## src/design/tdpt_pkg.sv

```systemverilog
// ----------------------------------------------------------------------------
// tdpt_pkg
// Shared types for the trial division prime test: status that the remainder
// unit reports to the sequencer.
// ----------------------------------------------------------------------------
package tdpt_pkg;

  typedef struct packed {
    logic busy;  // remainder unit is stepping
    logic done;  // remainder valid this cycle
  } rem_stat_t;

endpackage

```

## src/design/tdpt_rem_unit.sv

```systemverilog
// ----------------------------------------------------------------------------
// tdpt_rem_unit
// Iterative restoring remainder unit: one dividend bit per cycle; each
// finished remainder is flagged by a done pulse.
// ----------------------------------------------------------------------------
module tdpt_rem_unit #(
  parameter int Width = 16
) (
  input  logic                clk_i,
  input  logic                rst_ni,
  input  logic                start_i,
  input  logic [Width-1:0]    dividend_i,
  input  logic [Width-1:0]    divisor_i,
  output tdpt_pkg::rem_stat_t stat_o,
  output logic                rem_zero_o
);
  import tdpt_pkg::*;

  localparam int CntW = $clog2(Width + 1);

  logic [Width-1:0] dvd_q, dvd_d;
  logic [Width-1:0] dvs_q, dvs_d;
  logic [Width-1:0] rem_q, rem_d;
  logic [CntW-1:0]  cnt_q, cnt_d;
  logic             busy_q, busy_d;
  logic             done_q, done_d;
  logic [Width:0]   trial;
  logic [Width:0]   diff;

  // Bring down the next dividend bit and subtract the divisor if it fits.
  assign trial = {rem_q, dvd_q[Width-1]};
  assign diff  = trial - {1'b0, dvs_q};

  always_comb begin
    dvd_d  = dvd_q;
    dvs_d  = dvs_q;
    rem_d  = rem_q;
    cnt_d  = cnt_q;
    busy_d = busy_q;
    done_d = 1'b0;
    if (start_i && !busy_q) begin
      dvd_d  = dividend_i;
      dvs_d  = divisor_i;
      rem_d  = '0;
      cnt_d  = CntW'(Width);
      busy_d = 1'b1;
    end else if (busy_q) begin
      dvd_d = {dvd_q[Width-2:0], 1'b0};
      if (trial >= {1'b0, dvs_q}) begin
        rem_d = diff[Width-1:0];
      end else begin
        rem_d = trial[Width-1:0];
      end
      cnt_d = cnt_q - CntW'(1);
      if (cnt_q == CntW'(1)) begin
        busy_d = 1'b0;
        done_d = 1'b1;
      end
    end
  end

  always_ff @(posedge clk_i or negedge rst_ni) begin
    if (!rst_ni) begin
      busy_q <= 1'b0;
      done_q <= 1'b0;
      cnt_q  <= '0;
    end else begin
      busy_q <= busy_d;
      done_q <= done_d;
      cnt_q  <= cnt_d;
    end
  end

  always_ff @(posedge clk_i) begin
    dvd_q <= dvd_d;
    dvs_q <= dvs_d;
    rem_q <= rem_d;
  end

  assign stat_o.busy = busy_q;
  assign stat_o.done = done_q;
  assign rem_zero_o  = (rem_q == '0);

endmodule
```

## config.mk

```make
export PLATFORM = sky130hd
export DESIGN_NAME = tdpt_rem_unit
export DESIGN_NICKNAME = d
export VERILOG_FILES = /design/src/design/tdpt_pkg.sv /design/src/design/tdpt_rem_unit.sv
export SDC_FILE = /design/constraint.sdc
export NUM_CORES = 1
export LEC_CHECK = 0
export ABC_CLOCK_PERIOD_IN_PS = 3000
export BUFFER_PORTS_ARGS = -buffer_cell sky130_fd_sc_hd__buf_4
export CAP_MARGIN = 20
export CORE_MARGIN = 5
export CORE_UTILIZATION = 58
export DETAILED_ROUTE_END_ITERATION = 8
export GPL_TIMING_DRIVEN = 0
export PLACE_DENSITY = 0.81
export SYNTH_ARGS = -nofsm -noshare
export SYNTH_HDL_FRONTEND = slang
export SYNTH_SLANG_ARGS = --single-unit
```

## constraint.sdc

```tcl
create_clock -name clk_i -period 3 [get_ports clk_i]
set_input_delay 0.15 -clock clk_i [delete_from_list [all_inputs] [get_ports clk_i]]
set_output_delay 0.15 -clock clk_i [all_outputs]
set_load 0.1 [all_outputs]
```

==> results.md <==
* Cell Pwr Density at roughly 1000 nW/µm²
* Reg clk slew, reported paths at 100 ps
* Final setup TNS at 0 ps
* Synth async-reset ratio at between 10% and 20%
* Avg Vias per Cell at between 5 and 6
* Pleak at 1.55 nW
* PortBufs at 37
* Hold Path Class: in -> reg
* TritonCTS clock tree: done
* Peak Freq at around 0.37 GHz
* Initial antenna violation count at 0
* Count of different cell masters after synthesis at between 50 and 60
* First-pass GRT wire length at around 11 mm
* Number of synthesized flops with an enable pin at 32
* Final #Nets at about 400
* # IOs at 38
* Syn Std Cell Area at roughly 3100 µm²
* Critical Path Most Common Cell: o21ai_0
* GPL Wtd Cong at between 0.8 and 0.9
* Slew @ Worst Pin at roughly 680 ps
* H-tree depth at 2
* Syn Nets at between 300 and 400
* Gr ovfl total at 0
* Rel. slew slack at between 50% and 60%
* Post-cts resize count at 0
* Final Hold Fails at 0
* Worst EP required at approximately 3200 ps
* Sequential area share after synthesis at between 40% and 50%
* RSZ-0062 raised after global routing: no
* Num rows at 26
* CP max FO at 7
* Clk Latency, worst-skew pair at 320 ps
* Worst vdd ir at about 0.46 mV
* Final worst path period share at about nine tenths
* Synth top area share at between 30% and 40%
* HPWL Detailed at roughly 5 mm
* Post-synthesis cell count at just under 300
* Ys Warns at 0
* Slowest cell on crit path: o21ai_0
* Primary FF master, synth: edfxtp_1
* Status: finished clean
* DR pass1 iterations at 4
* Root buf cell: clkbuf_8
* Antenna viol nets, final at 0
* Max cap viols at 0
* WL final at a little under 7 mm
* Min cycle time layout at ~2700 ps
* CTS Sinks at 55
* Final Max Tran Viols at 0
* Layout cells sized above 1 at about 23%
* # fillers at between 300 and 400
* Pre-CTS setup slack at ~390 ps
* DR vias at about 2.5k
* Iteration-0 DRC Markers at between 200 and 250
* Height of the die at roughly 83 µm
* Average wire per standard cell at between 15 and 20 µm
* Synthesized flop and latch total at 55
* Startpoint Class: flop
* Setup CP Type: reg -> reg
* Initial Util at 60.6%
* CORE AREA at ~5200 µm²
* Skew final at 15.8 ps
* CTS max path bufs at 2
* Layout area overhead at 18.7%
* Top post-synthesis cells by area: edfxtp_1, dfxtp_1, ha_1
* DRC Markers at 0
* Hold_buf cts at 6
* Total CTS buffers at 5
* Die Area at between 6000 and 7000 µm²
* Yosys top cell by area: edfxtp_1
* Diode count at 0
* Setup ws final at 331 ps
* CP endpoint kind: flop
* Cell Chain, Critical Path: ha_1, a21oi_1, o21ai_0, o21ai_0, nand3_2, o21ai_0, o211ai_1
* Vias in the first global route at roughly 2.5k
* Die span in x at 83.5 µm
* Postcts setup bufs at 0
* Maximum number of pins on one net before global-route repair at 20
* Critical Path AT at ~2900 ps
* Syn Area/Cell at approximately 11 µm²
* Final setup viols at 0
* GRT Total Usage at approximately 20%
* Crit-path max cell delay at about 500 ps
## final cells by class
class	count	area [µm²]	share of cell area [%]
plain buffers	13	67.6	1.82
clock buffers	6	76.3	2.05
clock inverters	2	38.8	1.04
inverters	22	82.6	2.22
multi-input cells	201	1530	41.0
flip-flops and latches	55	1460	39.2
well taps	70	87.6	2.36
repair buffers	47	383	10.3
## power breakdown
group	internal, W	switching [W]	total, W
clock	0.000262	0.000252	0.000514
sequential	0.00112	0.000206	0.00132
combinational	0.000880	0.00108	0.00196
total	0.00226	0.00154	0.00379
## per-stage QoR
step | cell area, µm² | total power, W | util [%] | std cells | hold slack, ps
after CTS | 3690 | 0.00378 | 71.3 | 413 | 4.63
after global placement | 3500 | 0.00317 | 67.6 | 398 | -35.9
after global routing | 3720 | 0.00409 | 71.9 | 416 | 0.656
final | 3720 | 0.00379 | 71.9 | 416 | 17.9
after detailed placement | 3510 | 0.00325 | 67.9 | 399 | -34.5
after floorplan | 3130 | 0.00279 | - | 291 | -146
## state kept, by name (all words and copies together) (netlist names)
| register | count |
|---|---|
| done_q | 1 |
| dvd_q | 16 |
| dvs_q | 16 |
| cnt_q | 5 |
| rem_q | 16 |
| busy_q | 1 |
## critical path, delay by kind of cell, from the launching register on
kind | cells | cell delay, ps
compound gates | 5 | 1540
flops | 1 | 420
fa+ha+maj | 1 | 340
simple gates | 1 | 230
## logic make-up after synthesis
family                   after synthesis  synth area share, %
AND/OR/NAND/NOR                       77                 13.4
AO/OA/AOI/OAI                         75                 17.9
flip-flops                            55                 46.5
buffers and inverters                 35                 4.79
adder cells (fa/ha/maj)               19                 7.83
multiplexers                          16                 5.71
XOR/XNOR                              14                 3.91
## path summary, 6_finish.rpt
kind,to,slack [ps],cells after the start,startpoint
worst max-delay path,rem_q[12]$_SDFFE_PP0P_,330,7,rem_q[11]$_SDFFE_PP0P_
worst min-delay path,dvs_q[5]$_DFFE_PP_,20,1,divisor_i[5]
worst max register to register,rem_q[12]$_SDFFE_PP0P_,330,7,rem_q[11]$_SDFFE_PP0P_
worst min register to register,done_q$_DFF_PN0_,500,1,cnt_q[4]$_DFFE_PN0P_
max in group asynchronous,cnt_q[4]$_DFFE_PN0P_,2720,2,rst_ni
min in group asynchronous,cnt_q[1]$_DFFE_PN0P_,170,2,rst_ni
## synthesized netlist by cell type (6+ instances only)
library cell,number
dfrtp_1,7
and2_1,8
xnor2_1,6
mux2_2,15
a21oi_1,13
nand4_1,6
clkbuf_1,7
xor2_1,8
inv_1,22
dfxtp_1,16
o211ai_1,12
nor2_1,7
nand2_1,25
edfxtp_1,32
nand3_1,8
ha_1,18
a21o_1,8
o21ai_0,10
## layout by cell type, fill, tap and decap left out, drive strengths merged, types with 10 or more instances in the layout
master	Yosys	final
a21oi	13	13
mux2	15	15
dfxtp	16	16
ha	18	18
nand3	10	10
o211ai	12	12
nand2	25	25
buf	5	43
clkbuf	8	14
o21ai	11	11
edfxtp	32	32
inv	22	23
## metal layers
metal	global-route usage [%]	share of wire [%]	vias to the layer above
met1	27.1	45	1176
met4	8.48	1.9	0
met3	3.85	5.2	11
met2	31.9	48	70
li1	-	-	1196
met5	0	0	-
(Power assumes the default switching activity.)
